[config.mk]
export PLATFORM = sky130hd
export DESIGN_NAME = lbf_mac
export DESIGN_NICKNAME = d
export VERILOG_FILES = /design/src/rtl/lbf_pkg.sv /design/src/rtl/lbf_mac.sv
export SDC_FILE = /design/constraint.sdc
export NUM_CORES = 1
export LEC_CHECK = 0
export ABC_CLOCK_PERIOD_IN_PS = 13100
export BUFFER_PORTS_ARGS = -buffer_cell sky130_fd_sc_hd__buf_2
export CAP_MARGIN = 40
export CORE_ASPECT_RATIO = 0.6
export CORE_UTILIZATION = 50
export DETAILED_ROUTE_END_ITERATION = 7
export PLACE_DENSITY = 0.7
export SYNTH_ARGS = -nofsm -noshare
export SYNTH_HDL_FRONTEND = slang
export SYNTH_SLANG_ARGS = --single-unit
export TNS_END_PERCENT = 10
[constraint.sdc]
create_clock -name clk -period 13.1 [get_ports clk]
set_clock_uncertainty 0.1 [all_clocks]
set_input_delay 2.62 -clock clk [delete_from_list [all_inputs] [get_ports clk]]
set_output_delay 2.62 -clock clk [all_outputs]
set_load 0.1 [all_outputs]
[src/rtl/lbf_pkg.sv]
package lbf_pkg;

	localparam int MAX_TAPS_DEF  = 64;
	localparam int MAX_ORDER_DEF = 8;
	localparam int SAMPLE_W      = 16;
	localparam int COEF_W        = 18;
	localparam int PROD_W        = SAMPLE_W + COEF_W;
	localparam int ACC_W         = PROD_W + 8;
	localparam int LEN_W         = 7;
	localparam int ROW_W         = 7;
	localparam int CFG_IDX_W     = 3;
	localparam int RND_SHIFT     = 14;

	localparam logic [CFG_IDX_W-1:0] CFG_MODE  = 3'd0;
	localparam logic [CFG_IDX_W-1:0] CFG_NUM_B = 3'd1;
	localparam logic [CFG_IDX_W-1:0] CFG_NUM_A = 3'd2;
	localparam logic [CFG_IDX_W-1:0] CFG_ORDER = 3'd3;
	localparam logic [CFG_IDX_W-1:0] CFG_D     = 3'd4;

	typedef enum logic [1:0] {OP_FILTER, OP_LOAD, OP_CLEAR, OP_NONE} op_t;
	typedef enum logic [1:0] {MODE_FIR, MODE_IIR, MODE_SS, MODE_NONE} mode_t;
	typedef enum logic [2:0] {BANK_B, BANK_A, BANK_M, BANK_VB, BANK_VC} bank_t;
	typedef enum logic [2:0] {CS_B, CS_A, CS_M, CS_VB, CS_VC, CS_D} coef_sel_t;
	typedef enum logic [1:0] {DS_HX, DS_HY, DS_SX, DS_U} data_sel_t;
	typedef enum logic [2:0] {ST_IDLE, ST_SWEEP, ST_PUSH, ST_ISSUE, ST_DRAIN, ST_DONE} state_t;

	// one product term handed to the mac
	typedef struct packed {
		logic             valid;
		coef_sel_t        cs;
		data_sel_t        ds;
		logic             neg;
		logic             first;
		logic             last;
		logic [ROW_W-1:0] row;
	} term_t;

	// finished sum, rounded; row 0 is y, row r is state r-1
	typedef struct packed {
		logic                       valid;
		logic signed [SAMPLE_W-1:0] value;
		logic                       clip;
		logic [ROW_W-1:0]           row;
	} res_t;

	function automatic int aw(input int depth);
		return (depth > 1) ? $clog2(depth) : 1;
	endfunction

	// round to nearest, ties up, then clip to q1.15; msb is the clip flag
	function automatic logic [SAMPLE_W:0] round_sat(input logic signed [ACC_W-1:0] acc);
		logic signed [ACC_W-1:0] r;
		logic signed [ACC_W-1:0] hi;
		logic signed [ACC_W-1:0] lo;
		hi = ACC_W'(32767);
		lo = -hi - ACC_W'(1);
		r = acc + ACC_W'(8192);
		r = r >>> RND_SHIFT;
		if (r > hi)
			return {1'b1, hi[SAMPLE_W-1:0]};
		else if (r < lo)
			return {1'b1, lo[SAMPLE_W-1:0]};
		else
			return {1'b0, r[SAMPLE_W-1:0]};
	endfunction

endpackage

[src/rtl/lbf_mac.sv]
module lbf_mac (
	input  logic                                clk,
	input  logic                                arst_n,
	input  lbf_pkg::term_t                      term,
	input  logic signed [lbf_pkg::SAMPLE_W-1:0] hx_rd,
	input  logic signed [lbf_pkg::SAMPLE_W-1:0] hy_rd,
	input  logic signed [lbf_pkg::SAMPLE_W-1:0] sx_rd,
	input  logic signed [lbf_pkg::SAMPLE_W-1:0] u,
	input  logic signed [lbf_pkg::COEF_W-1:0]   b_rd,
	input  logic signed [lbf_pkg::COEF_W-1:0]   a_rd,
	input  logic signed [lbf_pkg::COEF_W-1:0]   m_rd,
	input  logic signed [lbf_pkg::COEF_W-1:0]   vb_rd,
	input  logic signed [lbf_pkg::COEF_W-1:0]   vc_rd,
	input  logic signed [lbf_pkg::COEF_W-1:0]   feedthrough_d,
	output lbf_pkg::res_t                       res,
	output logic                                busy
);

	lbf_pkg::term_t tag_s1, tag_s2, tag_s3;
	logic signed [lbf_pkg::COEF_W-1:0]   c_sel;
	logic signed [lbf_pkg::SAMPLE_W-1:0] d_sel;
	logic signed [lbf_pkg::PROD_W-1:0]   prod_s2;
	logic signed [lbf_pkg::ACC_W-1:0]    acc_q;
	logic signed [lbf_pkg::ACC_W-1:0]    prod_ext;
	logic signed [lbf_pkg::ACC_W-1:0]    acc_base;
	logic [lbf_pkg::SAMPLE_W:0]          rnd;

	always_ff @(posedge clk or negedge arst_n) begin
		if (!arst_n) begin
			tag_s1 <= '0;
			tag_s2 <= '0;
			tag_s3 <= '0;
		end else begin
			tag_s1 <= term;
			tag_s2 <= tag_s1;
			tag_s3 <= tag_s2;
		end
	end

	always_comb begin
		unique case (tag_s1.cs)
			lbf_pkg::CS_B:  c_sel = b_rd;
			lbf_pkg::CS_A:  c_sel = a_rd;
			lbf_pkg::CS_M:  c_sel = m_rd;
			lbf_pkg::CS_VB: c_sel = vb_rd;
			lbf_pkg::CS_VC: c_sel = vc_rd;
			default:        c_sel = feedthrough_d;
		endcase
		unique case (tag_s1.ds)
			lbf_pkg::DS_HX: d_sel = hx_rd;
			lbf_pkg::DS_HY: d_sel = hy_rd;
			lbf_pkg::DS_SX: d_sel = sx_rd;
			default:        d_sel = u;
		endcase
	end

	always_ff @(posedge clk) begin
		prod_s2 <= c_sel * d_sel;
	end

	assign prod_ext = lbf_pkg::ACC_W'(prod_s2);
	assign acc_base = tag_s2.first ? '0 : acc_q;

	always_ff @(posedge clk) begin
		if (tag_s2.valid)
			acc_q <= tag_s2.neg ? acc_base - prod_ext : acc_base + prod_ext;
	end

	assign rnd       = lbf_pkg::round_sat(acc_q);
	assign res.valid = tag_s3.valid & tag_s3.last;
	assign res.value = rnd[lbf_pkg::SAMPLE_W-1:0];
	assign res.clip  = rnd[lbf_pkg::SAMPLE_W];
	assign res.row   = tag_s3.row;
	assign busy      = tag_s1.valid | tag_s2.valid | tag_s3.valid;

endmodule

==> results.toml <==
[global_route]
grt_pass1_vias = 16062
grt_usage = 0.269
gr-total-overflow = 0
antenna_found_initial = 1
grt_pass1_wl_mm = 82.3
grt_max_degree = 45

[setup_path]
crit_start = "vb_rd[6]"
crit_fanout = 8
crit_type = "input pin to flop"
critPathLaunchType = "input pin"
crit_required_ns = 13.29
r2r_end = "prod_s2[32]"
timing.rr.start = "tag_s1[13]"
worstRegToRegCells = 27
end_kind = "flop"
worstPathArrival_ns = 10.22
rrSetupSlack_ns = 4.47

[min_path]
hold-path-cell-count = 0
hold_path_class = "flop to flop"
holdCritStartpoint = "tag_s2[2]"
min_to = "res[2]"

[clock_network]
cts_resized = 0
hold_buffers = 0
htree_levels = 3
cts_tree = "built"
clkSlewWorstSetupHoldPaths_ns = 0.10
postCtsSetupBuffers = 0
cts_sinks = 112
clock_latency_ns = 0.39
cts_buffers = 9
clk_path_buf_depth = 2
clock-root-buffer = "clkbuf_16"

[sta]
rsz0062_at_grt = "no"
hold_violations = 0
report.final.slew_viol_count = 0
timing.final.crit_period_ns = 10.03
period_share = 0.766
fmax_mhz = 99.7
worst_pin_slew_ns = 1.06
tns_ns = 0
slew_headroom = 0.294
setup_viol = 0

[floorplanning]
start_util = 0.514
die-area_um2 = 38600
core.rowCount = 54
die-height_um = 153
io-pin-count = 216
die_x_um = 253
core_um2 = 36800

[yosys]
ys_types = 73
synth_edf_count = 42
synth-seq-cells = 112
syn_area_per_cell_um2 = 8.80
syn_nets = 2756
synth_warnings = 0
async_flop_share = 0.321
synth_ff_type = "edfxtp_1"
ys_top_cells_by_area = "fa_1, ha_1, inv_1"
yosysSeqAreaShare = 0.150
synth_top_area_cell = "fa_1"
synth_top_area_frac = 0.308
syn_inst = 2146
syn_area_um2 = 18900

[job]
cap_violations = 0

[cells_and_area]
nFillCells = 3383
insertedDiodeCount = 0
nets = 2942
syn_to_final_growth_pct = 10.7
drive_gt1_frac = 0.141

[detailed_routing]
post_drt_wl_per_cell_um = 17.4
antenna_left = 0
drc_errors = 0
vias = 15577
via_per_inst = 5.48
routed_wirelength_mm = 49.4
dr.first_iter.drc_count = 1345
drtPass1Iterations = 6

[place]
hpwl_mm = 41.0
portBuffers = 215
gp_congestion = 0.943

[outcome]
status = "complete, no violations"
-- layer usage --
layer | global-route usage | share of wire
met5 | 0 | 0
met4 | 0.0545 | 0.015
met3 | 0.0571 | 0.094
met2 | 0.416 | 0.44
met1 | 0.389 | 0.45
-- cell usage in the layout (no fill, tap or decap), types with 10 or more instances in the layout --
cell      count
a211oi_1     10
nor3_1       23
nand4_1      13
a21o_1       32
mux2_2       22
xnor2_1      95
inv_1       381
mux2i_1      30
nand2_1     169
nand2b_1     27
o21ai_0      93
o21ai_1      18
nor2_1      241
and2_1       11
dfrtp_1      33
buf_4        28
xor2_1       29
a21oi_1     107
dfxtp_1      34
or2_2        14
buf_2       216
nor2b_1      49
fa_1        291
edfxtp_1     42
a31oi_1      18
o21a_1       25
nand3_1      23
ha_1        129
-- critical path, stage by stage --
cell and delay [ns]:
buf_2 0.11, mux2_2 0.26, a221oi_1 0.34, nor2_1 0.12, o21ai_1 0.69, nor2_1 0.17
fa_1 0.54, inv_1 0.05, fa_1 0.43, inv_1 0.07, ha_1 0.14, inv_1 0.05
fa_1 0.53, inv_1 0.05, fa_1 0.47, inv_1 0.06, fa_1 0.53, inv_1 0.04
ha_1 0.34, a2111oi_0 0.40, o21ai_0 0.21, a31oi_1 0.34, o31ai_2 0.16, a41oi_1 0.44
a21boi_1 0.23, a21oi_1 0.33, nand4b_1 0.16, or3b_1 0.33
-- worst max-delay path by stage --
stage / end / slack (ns) / cells past startpoint
detailed placement: prod_s2[32] / 2.62 / 27
CTS: prod_s2[32] / 2.99 / 27
floorplan: prod_s2[32] / 3.74 / 25
global route: prod_s2[33] / 2.59 / 28
global placement: prod_s2[32] / 2.38 / 26
finish: prod_s2[33] / 3.07 / 28
-- cells by family after synthesis --
| kind of cell | after synthesis | synth area share |
|---|---|---|
| AOI/OAI and AO/OA | 363 | 0.118 |
| xor gates and xnor gates | 124 | 0.0575 |
| adders and majority gates | 420 | 0.394 |
| buffers and inverters | 455 | 0.0918 |
| DFF | 112 | 0.150 |
| muxes | 60 | 0.0385 |
| and+or+nand+nor | 612 | 0.150 |
-- cell usage after synthesis, types with 5 or more instances --
cell type / number
a211oi_1: 10
inv_1: 381
clkbuf_1: 63
nand3_1: 23
a21o_1: 32
nor3_1: 23
dfrtp_1: 36
a21oi_1: 107
nor4_1: 6
and3_1: 9
xor2_1: 29
nand2b_1: 27
mux4_2: 7
o221ai_1: 5
o21bai_1: 9
fa_1: 291
dfxtp_1: 34
a31oi_1: 18
o211ai_1: 8
xnor2_1: 95
edfxtp_1: 42
o21ai_1: 17
ha_1: 129
nand4_1: 13
mux2i_1: 30
o21a_1: 25
o21ai_0: 94
mux2_2: 22
a221oi_1: 5
buf_4: 7
and2_1: 11
nor2b_1: 49
or2_2: 14
nor2_1: 241
nand2_1: 169
-- sequential cells by signal (all words and copies together) (netlist names) --
signal and cells:
tag_s1 16, res 7, acc_q 42, tag_s3 2
prod_s2 34, tag_s2 11
-- area by class of cell --
class	count	area, um^2	area share
Clock buffer	9	225	0.0108
Multi-Input combinational cell	1579	14300	0.684
Timing Repair Buffer	249	1380	0.0659
Sequential cell	112	2850	0.136
Tap cell	504	631	0.0301
Inverter	381	1430	0.0684
Clock inverter	7	91.3	0.00437
-- metrics by stage --
step	worst slack, ns	std cells	area [um^2]	utilization	hold slack, ns
floorplan	3.74	2146	18900	-	0.231
global placement	2.38	2813	20500	0.557	0.231
detailed placement	2.62	2821	20600	0.560	0.236
CTS	2.99	2837	20900	0.568	0.256
global route	2.59	2841	20900	0.569	0.259
finish	3.07	2841	20900	0.569	0.254
Power is not shown: default switching activity piles up to over one toggle a cycle in this logic, so the estimate is an artifact.
