`config.mk`:
```
export PLATFORM = sky130hd
export DESIGN_NAME = lbf_seq
export DESIGN_NICKNAME = d
export VERILOG_FILES = /design/src/rtl/lbf_pkg.sv /design/src/rtl/lbf_seq.sv
export SDC_FILE = /design/constraint.sdc
export NUM_CORES = 1
export LEC_CHECK = 0
export ABC_AREA = 1
export ABC_CLOCK_PERIOD_IN_PS = 2900
export BUFFER_PORTS_ARGS = -buffer_cell sky130_fd_sc_hd__buf_4
export CAP_MARGIN = 10
export CELL_PAD_IN_SITES_DETAIL_PLACEMENT = 0
export CELL_PAD_IN_SITES_GLOBAL_PLACEMENT = 1
export CORE_MARGIN = 2
export CORE_UTILIZATION = 35
export DETAILED_ROUTE_END_ITERATION = 12
export PLACE_DENSITY = 0.86
export SYNTH_ARGS = -nofsm -noshare
export SYNTH_HDL_FRONTEND = slang
export SYNTH_SLANG_ARGS = --single-unit
```
`constraint.sdc`:
```
create_clock -name clk -period 2.9 [get_ports clk]
set_input_delay 0 -clock clk [delete_from_list [all_inputs] [get_ports clk]]
set_output_delay 0 -clock clk [all_outputs]
set_load 0.02 [all_outputs]
```
`src/rtl/lbf_pkg.sv`:
```
package lbf_pkg;

	localparam int MAX_TAPS_DEF  = 64;
	localparam int MAX_ORDER_DEF = 8;
	localparam int SAMPLE_W      = 16;
	localparam int COEF_W        = 18;
	localparam int PROD_W        = SAMPLE_W + COEF_W;
	localparam int ACC_W         = PROD_W + 8;
	localparam int LEN_W         = 7;
	localparam int ROW_W         = 7;
	localparam int CFG_IDX_W     = 3;
	localparam int RND_SHIFT     = 14;

	localparam logic [CFG_IDX_W-1:0] CFG_MODE  = 3'd0;
	localparam logic [CFG_IDX_W-1:0] CFG_NUM_B = 3'd1;
	localparam logic [CFG_IDX_W-1:0] CFG_NUM_A = 3'd2;
	localparam logic [CFG_IDX_W-1:0] CFG_ORDER = 3'd3;
	localparam logic [CFG_IDX_W-1:0] CFG_D     = 3'd4;

	typedef enum logic [1:0] {OP_FILTER, OP_LOAD, OP_CLEAR, OP_NONE} op_t;
	typedef enum logic [1:0] {MODE_FIR, MODE_IIR, MODE_SS, MODE_NONE} mode_t;
	typedef enum logic [2:0] {BANK_B, BANK_A, BANK_M, BANK_VB, BANK_VC} bank_t;
	typedef enum logic [2:0] {CS_B, CS_A, CS_M, CS_VB, CS_VC, CS_D} coef_sel_t;
	typedef enum logic [1:0] {DS_HX, DS_HY, DS_SX, DS_U} data_sel_t;
	typedef enum logic [2:0] {ST_IDLE, ST_SWEEP, ST_PUSH, ST_ISSUE, ST_DRAIN, ST_DONE} state_t;

	// one product term handed to the mac
	typedef struct packed {
		logic             valid;
		coef_sel_t        cs;
		data_sel_t        ds;
		logic             neg;
		logic             first;
		logic             last;
		logic [ROW_W-1:0] row;
	} term_t;

	// finished sum, rounded; row 0 is y, row r is state r-1
	typedef struct packed {
		logic                       valid;
		logic signed [SAMPLE_W-1:0] value;
		logic                       clip;
		logic [ROW_W-1:0]           row;
	} res_t;

	function automatic int aw(input int depth);
		return (depth > 1) ? $clog2(depth) : 1;
	endfunction

	// round to nearest, ties up, then clip to q1.15; msb is the clip flag
	function automatic logic [SAMPLE_W:0] round_sat(input logic signed [ACC_W-1:0] acc);
		logic signed [ACC_W-1:0] r;
		logic signed [ACC_W-1:0] hi;
		logic signed [ACC_W-1:0] lo;
		hi = ACC_W'(32767);
		lo = -hi - ACC_W'(1);
		r = acc + ACC_W'(8192);
		r = r >>> RND_SHIFT;
		if (r > hi)
			return {1'b1, hi[SAMPLE_W-1:0]};
		else if (r < lo)
			return {1'b1, lo[SAMPLE_W-1:0]};
		else
			return {1'b0, r[SAMPLE_W-1:0]};
	endfunction

endpackage

```
`src/rtl/lbf_seq.sv`:
```
module lbf_seq #(
	parameter int MAX_TAPS  = lbf_pkg::MAX_TAPS_DEF,
	parameter int MAX_ORDER = lbf_pkg::MAX_ORDER_DEF,
	localparam int TAW = lbf_pkg::aw(MAX_TAPS),
	localparam int OAW = lbf_pkg::aw(MAX_ORDER),
	localparam int SAW = lbf_pkg::aw(2 * MAX_ORDER),
	localparam int MAW = lbf_pkg::aw(MAX_ORDER * MAX_ORDER)
) (
	input  logic                                clk,
	input  logic                                arst_n,
	input  logic                                in_valid,
	output logic                                in_ready,
	input  logic [1:0]                          operation,
	input  logic [2:0]                          coef_bank,
	input  logic [5:0]                          coef_index,
	input  logic signed [lbf_pkg::COEF_W-1:0]   coef_value,
	input  logic signed [lbf_pkg::SAMPLE_W-1:0] sample,
	input  lbf_pkg::mode_t                      mode,
	input  logic [lbf_pkg::LEN_W-1:0]           num_b,
	input  logic [lbf_pkg::LEN_W-1:0]           num_a,
	input  logic [3:0]                          order,
	input  logic                                out_free,
	input  lbf_pkg::res_t                       res,
	input  logic                                mac_busy,
	output lbf_pkg::term_t                      term,
	output logic signed [lbf_pkg::SAMPLE_W-1:0] sample_q,
	output logic                                done,
	output logic signed [lbf_pkg::SAMPLE_W-1:0] y_q,
	output logic                                clip_q,
	output logic                                hx_we,
	output logic [TAW-1:0]                      hx_waddr,
	output logic [TAW-1:0]                      hx_raddr,
	output logic                                hy_we,
	output logic [TAW-1:0]                      hy_waddr,
	output logic [TAW-1:0]                      hy_raddr,
	output logic                                sx_we,
	output logic [SAW-1:0]                      sx_waddr,
	output logic [SAW-1:0]                      sx_raddr,
	output logic signed [lbf_pkg::SAMPLE_W-1:0] hist_wdata,
	output logic                                b_we,
	output logic                                a_we,
	output logic [TAW-1:0]                      tap_waddr,
	output logic [TAW-1:0]                      tap_raddr,
	output logic                                m_we,
	output logic [MAW-1:0]                      m_waddr,
	output logic [MAW-1:0]                      m_raddr,
	output logic                                vb_we,
	output logic                                vc_we,
	output logic [OAW-1:0]                      vec_waddr,
	output logic [OAW-1:0]                      vb_raddr,
	output logic [OAW-1:0]                      vc_raddr,
	output logic signed [lbf_pkg::COEF_W-1:0]   coef_wdata
);

	localparam int SWEEP_LEN = (MAX_TAPS > MAX_ORDER * MAX_ORDER) ?
		((MAX_TAPS > 2 * MAX_ORDER) ? MAX_TAPS : 2 * MAX_ORDER) :
		((MAX_ORDER * MAX_ORDER > 2 * MAX_ORDER) ? MAX_ORDER * MAX_ORDER : 2 * MAX_ORDER);
	localparam int SWW = $clog2(SWEEP_LEN + 1);
	localparam int LW  = lbf_pkg::LEN_W;

	lbf_pkg::state_t state_q, state_d;
	lbf_pkg::op_t    op;
	logic            sweep_all_q;
	logic [SWW-1:0]  cnt_q;
	logic [TAW-1:0]  hx_head_q, hy_head_q, hx_head_nx, hy_head_nx;
	logic [MAX_ORDER-1:0] sbank_q, ss_mask;
	logic [LW-1:0]   k_q, km1;
	logic [lbf_pkg::ROW_W-1:0] row_q, rwm1;
	logic            fb_q;
	logic [MAW-1:0]  mbase_q;
	logic [LW-1:0]   nb_eff, na_eff, n_eff, ord_w;
	logic            iir_fb, issue_end;
	logic [TAW:0]    hx_diff, hy_diff;
	logic [OAW-1:0]  sx_ridx, sx_widx;
	logic            sweep, push, load, res_hy, res_sx;

	assign op = lbf_pkg::op_t'(operation);

	// lengths outside the range behave as the nearest bound
	assign ord_w  = LW'(order);
	assign nb_eff = (num_b == '0) ? LW'(1) : (num_b > LW'(MAX_TAPS)) ? LW'(MAX_TAPS) : num_b;
	assign na_eff = (num_a == '0) ? LW'(1) : (num_a > LW'(MAX_TAPS)) ? LW'(MAX_TAPS) : num_a;
	assign n_eff  = (ord_w == '0) ? LW'(1) : (ord_w > LW'(MAX_ORDER)) ? LW'(MAX_ORDER) : ord_w;
	assign iir_fb = (mode == lbf_pkg::MODE_IIR) && (na_eff != LW'(1));

	// state entries in use swap banks after a step, the rest stay put
	always_comb begin
		for (int i = 0; i < MAX_ORDER; i++)
			ss_mask[i] = (LW'(i) < n_eff);
	end

	always_comb begin
		if (mode == lbf_pkg::MODE_SS)
			issue_end = (k_q == n_eff) && (row_q == n_eff);
		else if (fb_q)
			issue_end = (k_q == na_eff - LW'(1));
		else
			issue_end = (k_q == nb_eff - LW'(1)) && !iir_fb;
	end

	always_comb begin
		state_d  = state_q;
		in_ready = (state_q == lbf_pkg::ST_IDLE);
		done     = 1'b0;
		unique case (state_q)
			lbf_pkg::ST_IDLE: begin
				if (in_valid) begin
					unique case (op)
						lbf_pkg::OP_FILTER: begin
							unique case (mode)
								lbf_pkg::MODE_FIR,
								lbf_pkg::MODE_IIR:  state_d = lbf_pkg::ST_PUSH;
								lbf_pkg::MODE_SS:   state_d = lbf_pkg::ST_ISSUE;
								lbf_pkg::MODE_NONE: state_d = lbf_pkg::ST_DONE;
							endcase
						end
						lbf_pkg::OP_CLEAR: state_d = lbf_pkg::ST_SWEEP;
						lbf_pkg::OP_LOAD,
						lbf_pkg::OP_NONE:  state_d = lbf_pkg::ST_IDLE;
					endcase
				end
			end
			lbf_pkg::ST_SWEEP: begin
				if (cnt_q == SWW'(SWEEP_LEN - 1))
					state_d = lbf_pkg::ST_IDLE;
			end
			lbf_pkg::ST_PUSH:  state_d = lbf_pkg::ST_ISSUE;
			lbf_pkg::ST_ISSUE: begin
				if (issue_end)
					state_d = lbf_pkg::ST_DRAIN;
			end
			lbf_pkg::ST_DRAIN: begin
				if (!mac_busy)
					state_d = lbf_pkg::ST_DONE;
			end
			lbf_pkg::ST_DONE: begin
				if (out_free) begin
					done    = 1'b1;
					state_d = lbf_pkg::ST_IDLE;
				end
			end
			default: state_d = lbf_pkg::ST_IDLE;
		endcase
	end

	// term for the current step of the walk
	always_comb begin
		term       = '0;
		term.valid = (state_q == lbf_pkg::ST_ISSUE);
		term.row   = row_q;
		if (mode == lbf_pkg::MODE_SS) begin
			term.first = (k_q == '0);
			term.last  = (k_q == n_eff);
			term.ds    = (k_q == '0) ? lbf_pkg::DS_U : lbf_pkg::DS_SX;
			if (row_q == '0)
				term.cs = (k_q == '0) ? lbf_pkg::CS_D : lbf_pkg::CS_VC;
			else
				term.cs = (k_q == '0) ? lbf_pkg::CS_VB : lbf_pkg::CS_M;
		end else if (fb_q) begin
			term.cs   = lbf_pkg::CS_A;
			term.ds   = lbf_pkg::DS_HY;
			term.neg  = 1'b1;
			term.last = (k_q == na_eff - LW'(1));
		end else begin
			term.cs    = lbf_pkg::CS_B;
			term.ds    = lbf_pkg::DS_HX;
			term.first = (k_q == '0);
			term.last  = (k_q == nb_eff - LW'(1)) && !iir_fb;
		end
	end

	// histories are circular: logical entry i sits at head minus i
	assign km1     = k_q - LW'(1);
	assign rwm1    = row_q - lbf_pkg::ROW_W'(1);
	assign hx_diff = {1'b0, hx_head_q} - {1'b0, TAW'(k_q)};
	assign hy_diff = {1'b0, hy_head_q} - {1'b0, TAW'(km1)};
	assign hx_raddr = hx_diff[TAW] ? TAW'(hx_diff + (TAW+1)'(MAX_TAPS)) : hx_diff[TAW-1:0];
	assign hy_raddr = hy_diff[TAW] ? TAW'(hy_diff + (TAW+1)'(MAX_TAPS)) : hy_diff[TAW-1:0];
	assign tap_raddr = TAW'(k_q);
	assign sx_ridx   = OAW'(km1);
	assign sx_raddr  = sbank_q[sx_ridx] ? SAW'(sx_ridx) + SAW'(MAX_ORDER) : SAW'(sx_ridx);
	assign vb_raddr  = OAW'(rwm1);
	assign vc_raddr  = OAW'(km1);
	assign m_raddr   = mbase_q + MAW'(km1);

	assign hx_head_nx = (hx_head_q == TAW'(MAX_TAPS - 1)) ? '0 : hx_head_q + TAW'(1);
	assign hy_head_nx = (hy_head_q == TAW'(MAX_TAPS - 1)) ? '0 : hy_head_q + TAW'(1);

	// write side
	assign sweep  = (state_q == lbf_pkg::ST_SWEEP);
	assign push   = (state_q == lbf_pkg::ST_PUSH);
	assign load   = (state_q == lbf_pkg::ST_IDLE) && in_valid && (op == lbf_pkg::OP_LOAD);
	assign res_hy = res.valid && (res.row == '0) && (mode == lbf_pkg::MODE_IIR);
	assign res_sx = res.valid && (res.row != '0);
	assign sx_widx = OAW'(res.row - lbf_pkg::ROW_W'(1));

	assign hx_we    = (sweep && (cnt_q < SWW'(MAX_TAPS))) || push;
	assign hx_waddr = sweep ? TAW'(cnt_q) : hx_head_nx;
	assign hy_we    = (sweep && (cnt_q < SWW'(MAX_TAPS))) || res_hy;
	assign hy_waddr = sweep ? TAW'(cnt_q) : hy_head_nx;
	assign sx_we    = (sweep && (cnt_q < SWW'(2 * MAX_ORDER))) || res_sx;
	assign sx_waddr = sweep ? SAW'(cnt_q) :
		(sbank_q[sx_widx] ? SAW'(sx_widx) : SAW'(sx_widx) + SAW'(MAX_ORDER));
	assign hist_wdata = sweep ? '0 : (push ? sample_q : res.value);

	assign b_we = (sweep && sweep_all_q && (cnt_q < SWW'(MAX_TAPS))) ||
		(load && (coef_bank == lbf_pkg::BANK_B) && ({1'b0, coef_index} < LW'(MAX_TAPS)));
	assign a_we = (sweep && sweep_all_q && (cnt_q < SWW'(MAX_TAPS))) ||
		(load && (coef_bank == lbf_pkg::BANK_A) && ({1'b0, coef_index} < LW'(MAX_TAPS)));
	assign m_we = (sweep && sweep_all_q && (cnt_q < SWW'(MAX_ORDER * MAX_ORDER))) ||
		(load && (coef_bank == lbf_pkg::BANK_M) &&
		 (13'(coef_index) < 13'(MAX_ORDER * MAX_ORDER)));
	assign vb_we = (sweep && sweep_all_q && (cnt_q < SWW'(MAX_ORDER))) ||
		(load && (coef_bank == lbf_pkg::BANK_VB) && ({1'b0, coef_index} < LW'(MAX_ORDER)));
	assign vc_we = (sweep && sweep_all_q && (cnt_q < SWW'(MAX_ORDER))) ||
		(load && (coef_bank == lbf_pkg::BANK_VC) && ({1'b0, coef_index} < LW'(MAX_ORDER)));
	assign tap_waddr  = sweep ? TAW'(cnt_q) : TAW'(coef_index);
	assign m_waddr    = sweep ? MAW'(cnt_q) : MAW'(coef_index);
	assign vec_waddr  = sweep ? OAW'(cnt_q) : OAW'(coef_index);
	assign coef_wdata = sweep ? '0 : coef_value;

	always_ff @(posedge clk or negedge arst_n) begin
		if (!arst_n) begin
			state_q     <= lbf_pkg::ST_SWEEP;
			sweep_all_q <= 1'b1;
			cnt_q       <= '0;
			hx_head_q   <= '0;
			hy_head_q   <= '0;
			sbank_q     <= '0;
			k_q         <= '0;
			row_q       <= '0;
			fb_q        <= 1'b0;
			mbase_q     <= '0;
		end else begin
			state_q <= state_d;
			unique case (state_q)
				lbf_pkg::ST_IDLE: begin
					if (in_valid) begin
						cnt_q       <= '0;
						sweep_all_q <= 1'b0;
						k_q         <= '0;
						row_q       <= '0;
						fb_q        <= 1'b0;
						mbase_q     <= '0;
					end
				end
				lbf_pkg::ST_SWEEP: cnt_q <= cnt_q + SWW'(1);
				lbf_pkg::ST_PUSH:  hx_head_q <= hx_head_nx;
				lbf_pkg::ST_ISSUE: begin
					if (mode == lbf_pkg::MODE_SS) begin
						if (k_q == n_eff) begin
							k_q   <= '0;
							row_q <= row_q + lbf_pkg::ROW_W'(1);
							if (row_q != '0)
								mbase_q <= mbase_q + MAW'(n_eff);
						end else begin
							k_q <= k_q + LW'(1);
						end
					end else if (!fb_q && (k_q == nb_eff - LW'(1)) && iir_fb) begin
						fb_q <= 1'b1;
						k_q  <= LW'(1);
					end else begin
						k_q <= k_q + LW'(1);
					end
				end
				lbf_pkg::ST_DRAIN: begin
					// new state vector becomes current
					if (!mac_busy && (mode == lbf_pkg::MODE_SS))
						sbank_q <= sbank_q ^ ss_mask;
				end
				lbf_pkg::ST_DONE: ;
				default: ;
			endcase
			if (res_hy)
				hy_head_q <= hy_head_nx;
		end
	end

	always_ff @(posedge clk) begin
		if (load == 1'b0 && state_q == lbf_pkg::ST_IDLE && in_valid && op == lbf_pkg::OP_FILTER) begin
			sample_q <= sample;
			y_q      <= '0;
			clip_q   <= 1'b0;
		end else if (res.valid) begin
			clip_q <= clip_q | res.clip;
			if (res.row == '0)
				y_q <= res.value;
		end
	end

endmodule

```
==> flow_metrics.py <==
metrics = {
    "status": {
        "status": "complete, no violations",
    },
    "clocking": {
        "clk_pin_slew_ns": 0.06,
        "cts.sinks": 85,
        "cts_buffer_depth": 2,
        "root_buffer": "clkbuf_16",
        "cts_tree": "done",
        "h-tree-depth": 3,
        "clk_latency_ns": 0.34,
        "numCtsBuffers": 9,
        "cts_resized": 0,
    },
    "yosys": {
        "ys_ff_latch": 85,
        "async_reset_ff_share_pct": 61.2,
        "synth_xor_area_share_pct": 7.71,
        "synth_top_area_cell": "dfrtp_1",
        "synth.distinct_cells": 52,
        "synthFlopType": "dfrtp_1",
        "muxShareOfSynthArea_pct": 0,
        "synth_compound_area_share_pct": 14.2,
        "syn_inst": 914,
        "synth.area.top_cells": "dfrtp_1 (19%), nand2_1 (13%), edfxtp_1 (7.3%), inv_1 (6.4%), xor2_1 (6.1%)",
        "synth_edf_count": 16,
        "synth_adder_area_share_pct": 7.31,
        "synth_top_family_by_area": "simple AND/OR/NAND/NOR gates",
        "ys_seq_area_share_pct": 32.3,
        "synthSimpleGateAreaFrac_pct": 26.7,
        "syn_area_per_cell_um2": 7.19,
        "yosysWarnings": 0,
        "syn-num-nets": 1045,
        "netlist_area_mm2": 0.00657,
        "synth_top_area_share_pct": 19.0,
    },
    "setup_path": {
        "cp-end-kind": "primary output",
        "crit_arrival_ns": 2.61,
        "path_max_fanout": 9,
        "r2r_slack_ns": 0.74,
        "critPathRequiredTime_ns": 2.90,
        "crit_type": "flop to primary output",
        "worstSetupStartpointType": "flop",
    },
    "cells_and_area": {
        "antenna_cells": 0,
        "multi_input_area_mm2": 0.00368,
        "n_fill_cell": 1848,
        "register_area_mm2": 0.00212,
        "drive_gt1_share_pct": 28.5,
        "stdcell_area_mm2": 0.00920,
        "area.growth.synth_to_final_pct": 40.0,
        "nets": 1308,
    },
    "place": {
        "gp_congestion": 0.844,
        "place_ws_ns": 0.642,
        "hpwl_mm": 16.8,
        "portBuffers": 252,
        "placed_cell_area_mm2": 0.00855,
    },
    "global_routing": {
        "antenna_found_initial": 0,
        "track_usage_pct": 21.1,
        "grt_overflow_total": 0,
        "grt_pass1_wl_mm": 33.3,
        "grt_pass1_vias": 6442,
        "grt_max_degree": 53,
    },
    "detailed_routing": {
        "avgViaCountPerCell": 4.73,
        "dr.first_iter.drc_count": 347,
        "dr.pass1.iters": 5,
        "routed_wl_mm": 21.3,
        "drc": 0,
        "avgRoutedWirePerCell_um": 15.1,
        "final_antenna_net_count": 0,
        "vias": 6703,
    },
    "timing": {
        "tightest_slew_ns": 0.706,
        "rsz0062_at_grt": "false",
        "slew_viol_final": 0,
        "finalHoldViolations": 0,
        "fmax_mhz": 384,
        "worst_slack_ns": 0.295,
        "relSlewSlack_pct": 52.9,
        "skew_ns": 0.00895,
        "finalCritPeriodShare_pct": 89.8,
        "fin_setup_tns_ns": 0,
        "holdWs_ns": 0.0297,
        "setup_viol": 0,
        "post-route-min-period_ns": 2.61,
    },
    "die": {
        "start_util_pct": 35.4,
        "pin_count": 253,
        "fp-row-count": 50,
        "coreArea_mm2": 0.0186,
        "die_x_um": 141,
        "die_h_um": 141,
        "die-area_mm2": 0.0199,
    },
    "power_and_ir_drop": {
        "powerDensity_mw_per_mm2": 716,
        "leakage_nw": 4.74,
        "peakVddDrop_v": 0.000388,
    },
    "job": {
        "cap_violations": 0,
    },
    "min_path": {
        "hold_class": "primary input to flop",
    },
}
[metal layers]
| metal | global-route usage (%) | vias to the layer above | part of all wire [%] |
|---|---|---|---|
| met5 | 0 | - | 0 |
| met1 | 26.5 | 3025 | 43 |
| met3 | 4.62 | 15 | 6.6 |
| met4 | 5.79 | 0 | 1.1 |
| met2 | 36.7 | 200 | 49 |
| li1 | - | 3463 | - |
[logic make-up (layout without fill, tap and decap cells)]
| group | after synthesis | after routing |
|---|---|---|
| AO/OA/AOI/OAI | 158 | 158 |
| XOR/XNOR | 57 | 57 |
| adder cells (fa/ha/maj) | 36 | 36 |
| buffers and inverters | 174 | 442 |
| flip-flops | 85 | 85 |
| AND/OR/NAND/NOR | 404 | 404 |
[layout make-up]
| type | count | area share [%] |
|---|---|---|
| flip-flops and latches | 85 | 23.1 |
| clock inverters | 6 | 0.693 |
| well taps | 234 | 3.18 |
| clock buffers | 10 | 2.49 |
| multi-input cells | 655 | 40.0 |
| inverters | 128 | 5.23 |
| repair buffers | 298 | 25.3 |
[state kept, by name, indices dropped and copies added (netlist names)]
register,count
state_q,3
fb_q,1
row_q,7
sbank_q,8
clip_q,1
hy_head_q,6
k_q,7
cnt_q,7
hx_head_q,6
mbase_q,6
sweep_all_q,1
sample_q,16
y_q,16
[through the flow]
step / instances / power [mW] / utilization, %
6_report: 1416 / 6.59 / 49.5
5_1_grt: 1416 / 7.04 / 49.5
4_1_cts: 1416 / 6.66 / 49.5
3_5_place_dp: 1364 / 5.44 / 46.0
3_3_place_gp: 1364 / 5.43 / 46.0
2_1_floorplan: 914 / 3.91 / -
[Yosys cell counts, types with 8 or more instances]
cell      instances
nor2_1           78
nand2_1         224
o22ai_1           9
dfrtp_1          50
clkbuf_1         15
inv_2            13
buf_4            24
edfxtp_1         16
xor2_1           46
a21oi_1          39
nand3_1          53
nand2_2           8
nor2_2            9
xnor2_1          10
dfxtp_1          17
ha_1             32
inv_1           112
o21ai_0          71
[power breakdown]
group / switching, mW / total, mW / internal [mW]
Sequential: 0.135 / 1.51 / 1.38
Clock: 0.487 / 1.15 / 0.666
Combinational: 2.44 / 3.92 / 1.48
[cell usage in the layout, fill, tap and decap left out, drive strengths merged]
master	instances
a211oi	2
a21oi	42
a221oi	1
a31o	1
a31oi	3
a32oi	1
a41oi	1
buf	262
bufinv	1
clkbuf	10
clkinv	7
clkinvlp	1
dfrtp	50
dfstp	2
dfxtp	17
dlygate4sd3	36
edfxtp	16
fa	4
ha	32
inv	125
nand2	233
nand3	56
nand3b	2
nand4	6
nor2	88
nor3	13
nor3b	1
nor4	3
o211ai	4
o21a	1
o21ai	79
o21bai	3
o221ai	1
o22ai	9
o31ai	10
or2	2
xnor2	10
xor2	47
[worst paths after layout]
kind | from | endpoint | depth (start not counted)
setup / recovery | k_q[2] | hx_raddr[5] | 9
setup reg to reg | state_q[0] | mbase_q[4] | 7
min in group asynchronous | arst_n | row_q[4] | 2
hold reg to reg | sweep_all_q | sweep_all_q | 2
hold / removal | order[3] | sbank_q[7] | 3
max in group asynchronous | arst_n | hy_head_q[0] | 2
[critical path: stages (launching register included)]
cell and delay (ns):
dfrtp_1 0.59, inv_1 0.21, ha_1 0.39, nand2_1 0.08, nor2_1 0.04, a211oi_1 0.32
o21bai_1 0.12, a21oi_1 0.17, xor2_1 0.18, buf_4 0.16
[repair_timing]
action | 4_1_cts | 5_1_grt
endpoints found under the hold margin | 87 | 0
setup buffers | 0 | 0
hold buffers | 36 | 0
Note: power is estimated with default switching activity, not from simulation.
